$ cat src/hw/rtl/mspt_pkg.sv
// Shared types and codes of the multi-slot periodic timer.
// No dependencies.
package mspt_pkg;

  localparam int TIME_W  = 48;
  localparam int TOUT_W  = 32;
  localparam int PER_W   = 31;
  localparam int SLOT_W  = 4;
  localparam int DROP_W  = 5;

  // input action codes
  localparam logic [1:0] ACT_PROCESS = 2'd0;
  localparam logic [1:0] ACT_START   = 2'd1;
  localparam logic [1:0] ACT_STOP    = 2'd2;

  // result kinds
  localparam logic [1:0] KIND_ACK     = 2'd0;
  localparam logic [1:0] KIND_EXPIRED = 2'd1;
  localparam logic [1:0] KIND_DONE    = 2'd2;

  localparam logic STATUS_OK     = 1'b0;
  localparam logic STATUS_REJECT = 1'b1;

  // queued command opcodes
  localparam logic [1:0] OP_START   = 2'd0;
  localparam logic [1:0] OP_REJECT  = 2'd1;
  localparam logic [1:0] OP_STOP    = 2'd2;
  localparam logic [1:0] OP_PROCESS = 2'd3;

  localparam logic [DROP_W-1:0] DROP_MAX = '1;

  typedef struct packed {
    logic [1:0]        op;
    logic [SLOT_W-1:0] slot;
    logic              in_range;
    logic              once;
    logic [PER_W-1:0]  period;
    logic [TIME_W-1:0] value;   // deadline for start, now for process
  } cmd_t;

  typedef struct packed {
    logic              once;
    logic [PER_W-1:0]  period;
    logic [TIME_W-1:0] deadline;
  } slot_entry_t;

  typedef struct packed {
    logic [1:0]        kind;
    logic [SLOT_W-1:0] expired_slot;
    logic              status;
    logic [DROP_W-1:0] dropped_count;
    logic              last;
  } result_t;

endpackage

$ cat src/hw/rtl/mspt_in_if.sv
// Input channel of the timer: valid/ready plus one command beat.
// Depends on mspt_pkg.
interface mspt_in_if;
  logic                                valid;
  logic                                ready;
  logic [1:0]                          action;
  logic [mspt_pkg::SLOT_W-1:0]         slot;
  logic signed [mspt_pkg::TOUT_W-1:0]  timeout_ms;
  logic                                one_shot;
  logic [mspt_pkg::TIME_W-1:0]         now_ms;

  modport source (output valid, action, slot, timeout_ms, one_shot, now_ms, input ready);
  modport sink   (input valid, action, slot, timeout_ms, one_shot, now_ms, output ready);
endinterface

$ cat src/hw/rtl/mspt_out_if.sv
// Result channel of the timer: valid/ready plus one result beat.
// Depends on mspt_pkg.
interface mspt_out_if;
  logic                        valid;
  logic                        ready;
  logic [1:0]                  kind;
  logic [mspt_pkg::SLOT_W-1:0] expired_slot;
  logic                        status;
  logic [mspt_pkg::DROP_W-1:0] dropped_count;
  logic                        last;

  modport source (output valid, kind, expired_slot, status, dropped_count, last, input ready);
  modport sink   (input valid, kind, expired_slot, status, dropped_count, last, output ready);
endinterface

$ cat src/hw/rtl/multi_slot_periodic_timer_top.sv
// Multi-slot periodic timer, top level.
// Depends on mspt_pkg, mspt_in_if, mspt_out_if, mspt_ram, mspt_cmd_fifo,
// mspt_front and mspt_back.
//
// Usage:
//   in_if  : command beats (action, slot, timeout_ms, one_shot, now_ms).
//            start arms a slot at now_ms + timeout_ms, stop disarms it,
//            process walks every slot at time now_ms. Action 3 is swallowed.
//   out_if : result beats (kind, expired_slot, status, dropped_count, last).
//            start/stop give one ack beat; process gives one expiry beat per
//            reported slot in ascending order, then a done beat. last marks
//            the final beat of each command.
// Path  : a start/stop ack passes the command queue, then the result register;
//         a process done beat follows the walk of every slot.
// Throughput: start/stop sustain one beat per cycle while out_if.ready is high;
//           a process keeps the back end busy, one slot RAM read per cycle
//           through a single read port while no expiry beat is stalled.
// Stall : out_if holds its beat while ready is low; the back end waits, and the
//         two-entry command queue keeps accepting until it is full.
// Reset : rst_n (synchronous, active low) disarms every slot, empties the queue
//         and drops any pending result. Slot RAM contents need no clearing.
module multi_slot_periodic_timer_top #(
  parameter int NUM_SLOTS    = 16,
  parameter int MAX_REPORTED = 16
) (
  input  logic        clk,
  input  logic        rst_n,
  mspt_in_if.sink     in_if,
  mspt_out_if.source  out_if
);

  localparam int IW = (NUM_SLOTS > 1) ? $clog2(NUM_SLOTS) : 1;
  localparam int EW = $bits(mspt_pkg::slot_entry_t);

  // front -> queue
  logic                  q_push;
  logic                  q_full;
  mspt_pkg::cmd_t        q_push_cmd;

  // queue -> back
  logic                  q_pop;
  logic                  q_empty;
  mspt_pkg::cmd_t        q_pop_cmd;

  // slot RAM port
  logic                  ram_we;
  logic [IW-1:0]         ram_waddr;
  mspt_pkg::slot_entry_t ram_wdata;
  logic                  ram_re;
  logic [IW-1:0]         ram_raddr;
  logic [EW-1:0]         ram_rdata;

  logic                  res_valid;
  mspt_pkg::result_t     res;

  mspt_front #(
    .NUM_SLOTS (NUM_SLOTS)
  ) u_front (
    .in_if  (in_if),
    .q_full (q_full),
    .q_push (q_push),
    .q_cmd  (q_push_cmd)
  );

  mspt_cmd_fifo u_fifo (
    .clk      (clk),
    .rst_n    (rst_n),
    .push     (q_push),
    .push_cmd (q_push_cmd),
    .full     (q_full),
    .pop      (q_pop),
    .pop_cmd  (q_pop_cmd),
    .empty    (q_empty)
  );

  // once, period and deadline of every slot; armed flags live in the back end
  mspt_ram #(
    .WIDTH (EW),
    .DEPTH (NUM_SLOTS)
  ) u_slot_ram (
    .clk   (clk),
    .we    (ram_we),
    .waddr (ram_waddr),
    .wdata (ram_wdata),
    .re    (ram_re),
    .raddr (ram_raddr),
    .rdata (ram_rdata)
  );

  mspt_back #(
    .NUM_SLOTS    (NUM_SLOTS),
    .MAX_REPORTED (MAX_REPORTED),
    .IW           (IW)
  ) u_back (
    .clk       (clk),
    .rst_n     (rst_n),
    .q_empty   (q_empty),
    .q_cmd     (q_pop_cmd),
    .q_pop     (q_pop),
    .ram_we    (ram_we),
    .ram_waddr (ram_waddr),
    .ram_wdata (ram_wdata),
    .ram_re    (ram_re),
    .ram_raddr (ram_raddr),
    .ram_rdata (mspt_pkg::slot_entry_t'(ram_rdata)),
    .out_valid (res_valid),
    .out_ready (out_if.ready),
    .out_res   (res)
  );

  assign out_if.valid         = res_valid;
  assign out_if.kind          = res.kind;
  assign out_if.expired_slot  = res.expired_slot;
  assign out_if.status        = res.status;
  assign out_if.dropped_count = res.dropped_count;
  assign out_if.last          = res.last;

endmodule

$ cat src/hw/rtl/mspt_ram.sv
// Generic single-write, single-read RAM with registered read data.
// No dependencies.
module mspt_ram #(
  parameter int WIDTH = 8,
  parameter int DEPTH = 16
) (
  input  logic                                   clk,
  input  logic                                   we,
  input  logic [(DEPTH > 1 ? $clog2(DEPTH) : 1)-1:0] waddr,
  input  logic [WIDTH-1:0]                       wdata,
  input  logic                                   re,
  input  logic [(DEPTH > 1 ? $clog2(DEPTH) : 1)-1:0] raddr,
  output logic [WIDTH-1:0]                       rdata
);

  logic [WIDTH-1:0] mem_r [DEPTH];
  logic [WIDTH-1:0] rdata_r;

  always_ff @(posedge clk) begin
    if (we) begin
      mem_r[waddr] <= wdata;
    end
    if (re) begin
      rdata_r <= mem_r[raddr];
    end
  end

  assign rdata = rdata_r;

endmodule

$ cat src/hw/rtl/mspt_cmd_fifo.sv
// Two-entry command queue between the front classifier and the back sequencer.
// Depends on mspt_pkg.
module mspt_cmd_fifo (
  input  logic           clk,
  input  logic           rst_n,
  input  logic           push,
  input  mspt_pkg::cmd_t push_cmd,
  output logic           full,
  input  logic           pop,
  output mspt_pkg::cmd_t pop_cmd,
  output logic           empty
);

  mspt_pkg::cmd_t entry_r [2];
  logic           wptr_r, wptr_nxt;
  logic           rptr_r, rptr_nxt;
  logic [1:0]     cnt_r, cnt_nxt;
  logic           do_push, do_pop;

  assign full    = (cnt_r == 2'd2);
  assign empty   = (cnt_r == 2'd0);
  assign do_push = push && !full;
  assign do_pop  = pop && !empty;
  assign pop_cmd = entry_r[rptr_r];

  always_comb begin
    wptr_nxt = wptr_r ^ do_push;
    rptr_nxt = rptr_r ^ do_pop;
    cnt_nxt  = cnt_r + {1'b0, do_push} - {1'b0, do_pop};
  end

  always_ff @(posedge clk) begin
    if (!rst_n) begin
      wptr_r <= 1'b0;
      rptr_r <= 1'b0;
      cnt_r  <= 2'd0;
    end else begin
      wptr_r <= wptr_nxt;
      rptr_r <= rptr_nxt;
      cnt_r  <= cnt_nxt;
    end
  end

  always_ff @(posedge clk) begin
    if (do_push) begin
      entry_r[wptr_r] <= push_cmd;
    end
  end

endmodule

$ cat src/hw/rtl/mspt_front.sv
// Front end: takes input beats, validates and classifies them, computes
// the start deadline and pushes a command. Depends on mspt_pkg, mspt_in_if.
module mspt_front #(
  parameter int NUM_SLOTS = 16
) (
  mspt_in_if.sink        in_if,
  input  logic           q_full,
  output logic           q_push,
  output mspt_pkg::cmd_t q_cmd
);

  logic                          positive;
  logic [mspt_pkg::TIME_W:0]     dl_sum;
  logic [mspt_pkg::TIME_W-1:0]   dl_sat;

  assign in_if.ready = !q_full;

  // timeout is positive iff sign clear and nonzero
  assign positive = !in_if.timeout_ms[mspt_pkg::TOUT_W-1] && (in_if.timeout_ms != '0);
  assign dl_sum   = {1'b0, in_if.now_ms}
                  + (mspt_pkg::TIME_W + 1)'(in_if.timeout_ms[mspt_pkg::PER_W-1:0]);
  assign dl_sat   = dl_sum[mspt_pkg::TIME_W] ? '1 : dl_sum[mspt_pkg::TIME_W-1:0];

  always_comb begin
    q_cmd.slot     = in_if.slot;
    q_cmd.in_range = (32'(in_if.slot) < NUM_SLOTS);
    q_cmd.once     = in_if.one_shot;
    q_cmd.period   = in_if.timeout_ms[mspt_pkg::PER_W-1:0];
    q_cmd.value    = dl_sat;
    q_cmd.op       = mspt_pkg::OP_STOP;
    q_push         = in_if.valid && !q_full;
    unique case (in_if.action)
      mspt_pkg::ACT_PROCESS: begin
        q_cmd.op    = mspt_pkg::OP_PROCESS;
        q_cmd.value = in_if.now_ms;
      end
      mspt_pkg::ACT_START: begin
        q_cmd.op = positive ? mspt_pkg::OP_START : mspt_pkg::OP_REJECT;
      end
      mspt_pkg::ACT_STOP: begin
        q_cmd.op = mspt_pkg::OP_STOP;
      end
      default: begin
        q_push = 1'b0;  // unused action: accepted and dropped
      end
    endcase
  end

endmodule

$ cat src/hw/rtl/mspt_back.sv
// Back end: executes queued commands, walks the slot RAM for process
// commands and holds the result output register. Depends on mspt_pkg.
module mspt_back #(
  parameter int NUM_SLOTS    = 16,
  parameter int MAX_REPORTED = 16,
  parameter int IW           = 4
) (
  input  logic                      clk,
  input  logic                      rst_n,
  input  logic                      q_empty,
  input  mspt_pkg::cmd_t            q_cmd,
  output logic                      q_pop,
  output logic                      ram_we,
  output logic [IW-1:0]             ram_waddr,
  output mspt_pkg::slot_entry_t     ram_wdata,
  output logic                      ram_re,
  output logic [IW-1:0]             ram_raddr,
  input  mspt_pkg::slot_entry_t     ram_rdata,
  output logic                      out_valid,
  input  logic                      out_ready,
  output mspt_pkg::result_t         out_res
);

  localparam int NW = $clog2(MAX_REPORTED + 1);

  localparam logic [1:0] ST_IDLE = 2'd0;
  localparam logic [1:0] ST_WALK = 2'd1;
  localparam logic [1:0] ST_DONE = 2'd2;

  logic [1:0]                    state_r, state_nxt;
  logic [IW-1:0]                 idx_r, idx_nxt;
  logic [mspt_pkg::TIME_W-1:0]   now_r, now_nxt;
  logic [NW-1:0]                 rep_r, rep_nxt;
  logic [mspt_pkg::DROP_W-1:0]   drop_r, drop_nxt;
  logic [NUM_SLOTS-1:0]          armed_r, armed_nxt;
  logic                          out_valid_r, out_valid_nxt;
  mspt_pkg::result_t             out_r, out_nxt;

  logic                          out_free;
  logic                          hit;
  logic                          need_out;
  logic [mspt_pkg::TIME_W:0]     sum;
  logic [mspt_pkg::TIME_W-1:0]   next_dl;
  logic [mspt_pkg::TIME_W-1:0]   new_dl;

  assign out_free = !out_valid_r || out_ready;
  assign hit      = armed_r[idx_r] && (now_r >= ram_rdata.deadline);
  assign need_out = hit && (rep_r < NW'(MAX_REPORTED));
  assign sum      = {1'b0, ram_rdata.deadline} + (mspt_pkg::TIME_W + 1)'(ram_rdata.period);
  assign next_dl  = sum[mspt_pkg::TIME_W] ? '1 : sum[mspt_pkg::TIME_W-1:0];
  assign new_dl   = (now_r > next_dl) ? now_r : next_dl;

  always_comb begin
    state_nxt     = state_r;
    idx_nxt       = idx_r;
    now_nxt       = now_r;
    rep_nxt       = rep_r;
    drop_nxt      = drop_r;
    armed_nxt     = armed_r;
    out_valid_nxt = out_valid_r && !out_ready;
    out_nxt       = out_r;
    q_pop         = 1'b0;
    ram_we        = 1'b0;
    ram_waddr     = idx_r;
    ram_wdata     = ram_rdata;
    ram_re        = 1'b0;
    ram_raddr     = '0;

    unique case (state_r)
      ST_IDLE: begin
        if (!q_empty) begin
          if (q_cmd.op == mspt_pkg::OP_PROCESS) begin
            q_pop     = 1'b1;
            now_nxt   = q_cmd.value;
            idx_nxt   = '0;
            rep_nxt   = '0;
            drop_nxt  = '0;
            ram_re    = 1'b1;
            state_nxt = ST_WALK;
          end else if (out_free) begin
            q_pop                 = 1'b1;
            out_valid_nxt         = 1'b1;
            out_nxt.kind          = mspt_pkg::KIND_ACK;
            out_nxt.expired_slot  = q_cmd.slot;
            out_nxt.status        = (q_cmd.op == mspt_pkg::OP_REJECT) ?
                                    mspt_pkg::STATUS_REJECT : mspt_pkg::STATUS_OK;
            out_nxt.dropped_count = '0;
            out_nxt.last          = 1'b1;
            if (q_cmd.in_range && q_cmd.op == mspt_pkg::OP_START) begin
              ram_we                  = 1'b1;
              ram_waddr               = IW'(q_cmd.slot);
              ram_wdata.once          = q_cmd.once;
              ram_wdata.period        = q_cmd.period;
              ram_wdata.deadline      = q_cmd.value;
              armed_nxt[IW'(q_cmd.slot)] = 1'b1;
            end else if (q_cmd.in_range && q_cmd.op == mspt_pkg::OP_STOP) begin
              armed_nxt[IW'(q_cmd.slot)] = 1'b0;
            end
          end
        end
      end

      ST_WALK: begin
        if (!need_out || out_free) begin
          if (hit) begin
            if (ram_rdata.once) begin
              armed_nxt[idx_r] = 1'b0;
            end else begin
              ram_we             = 1'b1;
              ram_wdata.deadline = new_dl;
            end
          end
          if (need_out) begin
            out_valid_nxt         = 1'b1;
            out_nxt.kind          = mspt_pkg::KIND_EXPIRED;
            out_nxt.expired_slot  = mspt_pkg::SLOT_W'(idx_r);
            out_nxt.status        = mspt_pkg::STATUS_OK;
            out_nxt.dropped_count = '0;
            out_nxt.last          = 1'b0;
            rep_nxt               = rep_r + 1'b1;
          end else if (hit && drop_r != mspt_pkg::DROP_MAX) begin
            drop_nxt = drop_r + 1'b1;
          end
          if (idx_r == IW'(NUM_SLOTS - 1)) begin
            state_nxt = ST_DONE;
          end else begin
            idx_nxt   = idx_r + 1'b1;
            ram_re    = 1'b1;
            ram_raddr = idx_r + 1'b1;
          end
        end
      end

      ST_DONE: begin
        if (out_free) begin
          out_valid_nxt         = 1'b1;
          out_nxt.kind          = mspt_pkg::KIND_DONE;
          out_nxt.expired_slot  = '0;
          out_nxt.status        = mspt_pkg::STATUS_OK;
          out_nxt.dropped_count = drop_r;
          out_nxt.last          = 1'b1;
          state_nxt             = ST_IDLE;
        end
      end

      default: begin
        state_nxt = ST_IDLE;
      end
    endcase
  end

  always_ff @(posedge clk) begin
    if (!rst_n) begin
      state_r     <= ST_IDLE;
      armed_r     <= '0;
      out_valid_r <= 1'b0;
    end else begin
      state_r     <= state_nxt;
      armed_r     <= armed_nxt;
      out_valid_r <= out_valid_nxt;
    end
  end

  always_ff @(posedge clk) begin
    idx_r  <= idx_nxt;
    now_r  <= now_nxt;
    rep_r  <= rep_nxt;
    drop_r <= drop_nxt;
    out_r  <= out_nxt;
  end

  assign out_valid = out_valid_r;
  assign out_res   = out_r;

endmodule

$ cat src/flat_wrapper.sv
// flat-port wrapper written by rule: the top's interface ports become plain ports
module multi_slot_periodic_timer_top_flat 
#(
  parameter int NUM_SLOTS    = 16,
  parameter int MAX_REPORTED = 16
)
  (clk, rst_n, in_if_valid, in_if_action, in_if_slot, in_if_timeout_ms, in_if_one_shot, in_if_now_ms, in_if_ready, out_if_valid, out_if_kind, out_if_expired_slot, out_if_status, out_if_dropped_count, out_if_last, out_if_ready);
  mspt_in_if in_if_i ();
  mspt_out_if out_if_i ();
  input  logic clk;
  input  logic rst_n;
  input wire logic [$bits(in_if_i.valid)-1:0] in_if_valid;
  input wire logic [$bits(in_if_i.action)-1:0] in_if_action;
  input wire logic [$bits(in_if_i.slot)-1:0] in_if_slot;
  input wire logic [$bits(in_if_i.timeout_ms)-1:0] in_if_timeout_ms;
  input wire logic [$bits(in_if_i.one_shot)-1:0] in_if_one_shot;
  input wire logic [$bits(in_if_i.now_ms)-1:0] in_if_now_ms;
  output wire logic [$bits(in_if_i.ready)-1:0] in_if_ready;
  output wire logic [$bits(out_if_i.valid)-1:0] out_if_valid;
  output wire logic [$bits(out_if_i.kind)-1:0] out_if_kind;
  output wire logic [$bits(out_if_i.expired_slot)-1:0] out_if_expired_slot;
  output wire logic [$bits(out_if_i.status)-1:0] out_if_status;
  output wire logic [$bits(out_if_i.dropped_count)-1:0] out_if_dropped_count;
  output wire logic [$bits(out_if_i.last)-1:0] out_if_last;
  input wire logic [$bits(out_if_i.ready)-1:0] out_if_ready;
  assign in_if_i.valid = in_if_valid;
  assign in_if_i.action = in_if_action;
  assign in_if_i.slot = in_if_slot;
  assign in_if_i.timeout_ms = in_if_timeout_ms;
  assign in_if_i.one_shot = in_if_one_shot;
  assign in_if_i.now_ms = in_if_now_ms;
  assign in_if_ready = in_if_i.ready;
  assign out_if_valid = out_if_i.valid;
  assign out_if_kind = out_if_i.kind;
  assign out_if_expired_slot = out_if_i.expired_slot;
  assign out_if_status = out_if_i.status;
  assign out_if_dropped_count = out_if_i.dropped_count;
  assign out_if_last = out_if_i.last;
  assign out_if_i.ready = out_if_ready;
  multi_slot_periodic_timer_top #(.NUM_SLOTS(NUM_SLOTS), .MAX_REPORTED(MAX_REPORTED)) u_core (.clk(clk), .rst_n(rst_n), .in_if(in_if_i), .out_if(out_if_i));
endmodule
$ cat config.mk
export PLATFORM = sky130hd
export DESIGN_NAME = multi_slot_periodic_timer_top_flat
export DESIGN_NICKNAME = d
export VERILOG_FILES = /design/src/hw/rtl/mspt_pkg.sv /design/src/hw/rtl/mspt_in_if.sv /design/src/hw/rtl/mspt_out_if.sv /design/src/hw/rtl/multi_slot_periodic_timer_top.sv /design/src/hw/rtl/mspt_ram.sv /design/src/hw/rtl/mspt_cmd_fifo.sv /design/src/hw/rtl/mspt_front.sv /design/src/hw/rtl/mspt_back.sv /design/src/flat_wrapper.sv
export SDC_FILE = /design/constraint.sdc
export NUM_CORES = 2
export LEC_CHECK = 0
export ABC_AREA = 1
export BUFFER_PORTS_ARGS = -buffer_cell sky130_fd_sc_hd__buf_2
export CORE_MARGIN = 1
export CORE_UTILIZATION = 50
export DETAILED_ROUTE_END_ITERATION = 8
export GPL_TIMING_DRIVEN = 0
export PLACE_DENSITY = 0.73
export SLEW_MARGIN = 0
export SYNTH_ARGS = -nofsm -noshare
export SYNTH_HDL_FRONTEND = slang
export SYNTH_HIERARCHICAL = 1
export SYNTH_SLANG_ARGS = --single-unit
$ cat constraint.sdc
create_clock -name clk -period 7.4 [get_ports clk]
set_input_delay 0 -clock clk [delete_from_list [all_inputs] [get_ports clk]]
set_output_delay 0 -clock clk [all_outputs]
set_load 0.01 [all_outputs]
==> results.sh <==
export IMPL_vdd_drop_max_mv=0.3295
export IMPL_die_w_um=403.3
export IMPL_vias=63050
export IMPL_postCtsSetupBuffers=0
export IMPL_wl_per_cell_um=23.76
export IMPL_overflow=0
export IMPL_die_area_um2=162600
export IMPL_clk_pin_slew_worst_paths_ps=60
export IMPL_grt_max_degree=65
export IMPL_nFillCells=13150
export IMPL_ys_types=58
export IMPL_htree_num_levels=4
export IMPL_fmax_ghz=0.1399
export IMPL_fin_nets=9146
export IMPL_r2r_start="u_core/u_slot_ram/rdata[0]$_DFFE_PP_"
export IMPL_clockRootBuffer="clkbuf_16"
export IMPL_cp_end_kind="register"
export IMPL_min_from="in_if_timeout_ms[4]"
export IMPL_core_area_um2=159100
export IMPL_p_per_area_nw_per_um2=362.3
export IMPL_final_cells=11180
export IMPL_area_growth_pct=13.82
export IMPL_grtUsageTotal_pct=32.13
export IMPL_synth_top_cell_by_area="edfxtp_1"
export IMPL_dpl_hpwl_mm=192.9
export IMPL_whs_path_depth=3
export IMPL_arrival_ps=7440
export IMPL_numCtsBuffers=166
export IMPL_grt_pass1_vias=59020
export IMPL_async_reset_ff_share_pct=0
export IMPL_cts_buffer_depth=3
export IMPL_finalClockSkew_ps=47.88
export IMPL_yosysWarnings=6
export IMPL_synth_top_area_share_pct=60.02
export IMPL_crit_type="reg2reg"
export IMPL_tightest_slew_ps=1426
export IMPL_wl_mm=265.6
export IMPL_hold_viol_final=0
export IMPL_syn_avg_cell_area_um2=9.539
export IMPL_yosysMostFrequentCell="nand2_1"
export IMPL_synthTopCellsByArea="edfxtp_1 60%, nand2_1 12%, nand3_1 7.4%"
export IMPL_power_leakage_uw=0.03935
export IMPL_drtIter0Drc=9122
export IMPL_multi_input_area_um2=24550
export IMPL_holdPathEnd="u_core/u_fifo/entry_r[0][52]$_DFFE_PP_"
export IMPL_place_gp_congestion=0.9914
export IMPL_cts_tree="built"
export IMPL_synth_fa_ha_area_share_pct=2.754
export IMPL_maxCapViolations=0
export IMPL_cts_resized=0
export IMPL_netlist_instances=8439
export IMPL_drcViolationCount=0
export IMPL_io_pins=106
export IMPL_regArea_um2=48800
export IMPL_synth_main_ff_cell="edfxtp_1"
export IMPL_critPathMaxFanout=16
export IMPL_synth_xor_area_share_pct=0.4134
export IMPL_setup_tns_ps=0
export IMPL_synth_enable_flop_cells=1609
export IMPL_cp_required_ps=7700
export IMPL_drt_first_pass_iters=7
export IMPL_synthSimpleGateAreaFrac_pct=22.49
export IMPL_ys_ff_latch=1633
export IMPL_outcome="finished clean"
export IMPL_synthesis_nets=8706
export IMPL_worstSetupStartpointType="register"
export IMPL_vias_per_cell=5.641
export IMPL_syn_area_um2=80500
export IMPL_holdCritPathClass="in2reg"
export IMPL_synth_commonest_cells="2580 x nand2_1, 1609 x edfxtp_1, 1382 x inv_1"
export IMPL_rrSetupSlack_ps=250
export IMPL_synth_top_family_by_area="simple AND/OR/NAND/NOR gates"
export IMPL_relSlewSlack_pct=4.913
export IMPL_setup_viol=0
export IMPL_finalCritPeriodShare_pct=96.58
export IMPL_rr_worst_depth=26
export IMPL_final_antenna_net_count=0
export IMPL_grt_pass1_wl_mm=381.0
export IMPL_rows=146
export IMPL_antenna_found_initial=16
export IMPL_synth_seq_area_share_pct=60.61
export IMPL_synth_compound_area_share_pct=2.821
export IMPL_io_buffers=100
export IMPL_clk_latency_ps=830
export IMPL_synthMuxAreaShare_pct=1.804
export IMPL_cts_sinks=1633
export IMPL_drv_slew=0
export IMPL_drive_above_1_share_pct=10.15
export IMPL_dp_cells=10750
export IMPL_r2r_end="u_core/u_slot_ram/mem_r[11][8]$_DFFE_PP_"
export IMPL_post_route_min_period_ps=7147
export IMPL_rsz0062_at_grt="false"
export IMPL_start_util_pct=50.60
export IMPL_dieHeight_um=403.3
## kinds of logic (layout without fill, tap and decap cells)
family          after synthesis  count (layout)
simple gates               4257            4257
mux                         119             119
other cells                   1              20
xor+xnor                     38              38
flops                      1633            1633
fa+ha+maj                   176             176
buf+inv                    1789            2362
compound gates              426             426
## metal layers
layer / routed length (µm) / GRT usage, %
met1: 102900 / 43.77
met2: 117600 / 48.66
met3: 32140 / 7.636
met4: 12860 / 15.04
met5: 57 / 0
## layout make-up
class | instances | area share, %
Sequential cell | 1633 | 53.25
Clock buffer | 209 | 4.733
Antenna cell | 19 | 0.05189
Tap cell | 2146 | 2.930
Inverter | 1401 | 5.742
Timing Repair Buffer | 272 | 3.135
Multi-Input combinational cell | 5017 | 26.80
Clock inverter | 92 | 1.102
Buffer | 388 | 2.253
## critical path: stages, from the launching register on
cell and delay, ps:
edfxtp_1 610, ha_1 320, fa_1 320, nand3_1 100, nand2_1 200, nand2_1 90
o211ai_2 140, nand2_1 80, nand2_1 270, nand2_1 140, nand2_1 150, nand3b_2 310
nand3_1 350, inv_1 70, ha_1 270, nand4_1 160, nor3_1 400, nand4_1 420
inv_1 250, nand4_2 250, nand2_2 390, buf_2 380, nand2_1 80, o21ai_1 80
nand2_1 60, nand2_1 60, nand3_1 620
## where the power goes
group | internal [µW] | switching, µW
Combinational | 3110 | 8950
Sequential | 12300 | 509
Clock | 4650 | 3630
## registers in the layout, indices dropped and copies added (netlist names), 4 cells and up, named ones only
signal	count
u_core/u_slot_ram/mem_r	1280
u_core/u_fifo/entry_r	174
u_core/u_slot_ram/rdata	80
u_core/u_back/now_r	48
u_core/u_back/out_res	13
u_core/u_back/drop_r	5
u_core/u_back/rep_r	5
u_core/u_back/idx_r	4
## worst max path at each step
| stage | from | slack (ps) | endpoint | cells past startpoint |
|---|---|---|---|---|
| floorplan | register | 150 | u_core/u_slot_ram/rdata[0]$_DFFE_PP_ | 6 |
| global placement | register | -4160 | u_core/u_slot_ram/mem_r[15][57]$_DFFE_PP_ | 15 |
| detailed placement | u_core/u_slot_ram/rdata[0]$_DFFE_PP_ | 690 | u_core/u_slot_ram/mem_r[11][8]$_DFFE_PP_ | 26 |
| CTS | u_core/u_slot_ram/rdata[0]$_DFFE_PP_ | 670 | u_core/u_slot_ram/mem_r[4][8]$_DFFE_PP_ | 26 |
| global route | u_core/u_slot_ram/rdata[0]$_DFFE_PP_ | 310 | u_core/u_slot_ram/mem_r[11][8]$_DFFE_PP_ | 26 |
| finish | u_core/u_slot_ram/rdata[0]$_DFFE_PP_ | 250 | u_core/u_slot_ram/mem_r[11][8]$_DFFE_PP_ | 26 |
## timing repair
| action | in CTS | in global routing |
|---|---|---|
| hold buffers | 112 | 0 |
| hold endpoints to repair | 196 | 0 |
| endpoints found under the setup margin | 0 | 0 |
## stage by stage
stage	hold slack, ps	setup WS (ps)	total power (µW)	instance area [µm²]	utilization, %
floorplan	93.45	150.5	19760	80500	-
detailed placement	190.2	685.6	24640	85110	53.49
finish	73.33	252.8	33190	91630	57.59
global route	74.74	312.8	34410	91600	57.57
global placement	187.1	-4163	24410	83690	52.60
CTS	20.19	666.6	32910	91580	57.56
## placed cells by master, fill, tap and decap left out, types with 89 or more instances in the layout
master,count
nand2_1,2580
o21ai_0,169
mux2_2,89
inv_1,1382
nand3_1,1188
edfxtp_1,1609
clkbuf_16,167
dlygate4sd3_1,112
buf_2,308
nor2_1,275
a21oi_1,177
ha_1,172
clkbuf_1,119
Power figures use the tool's default switching activity.
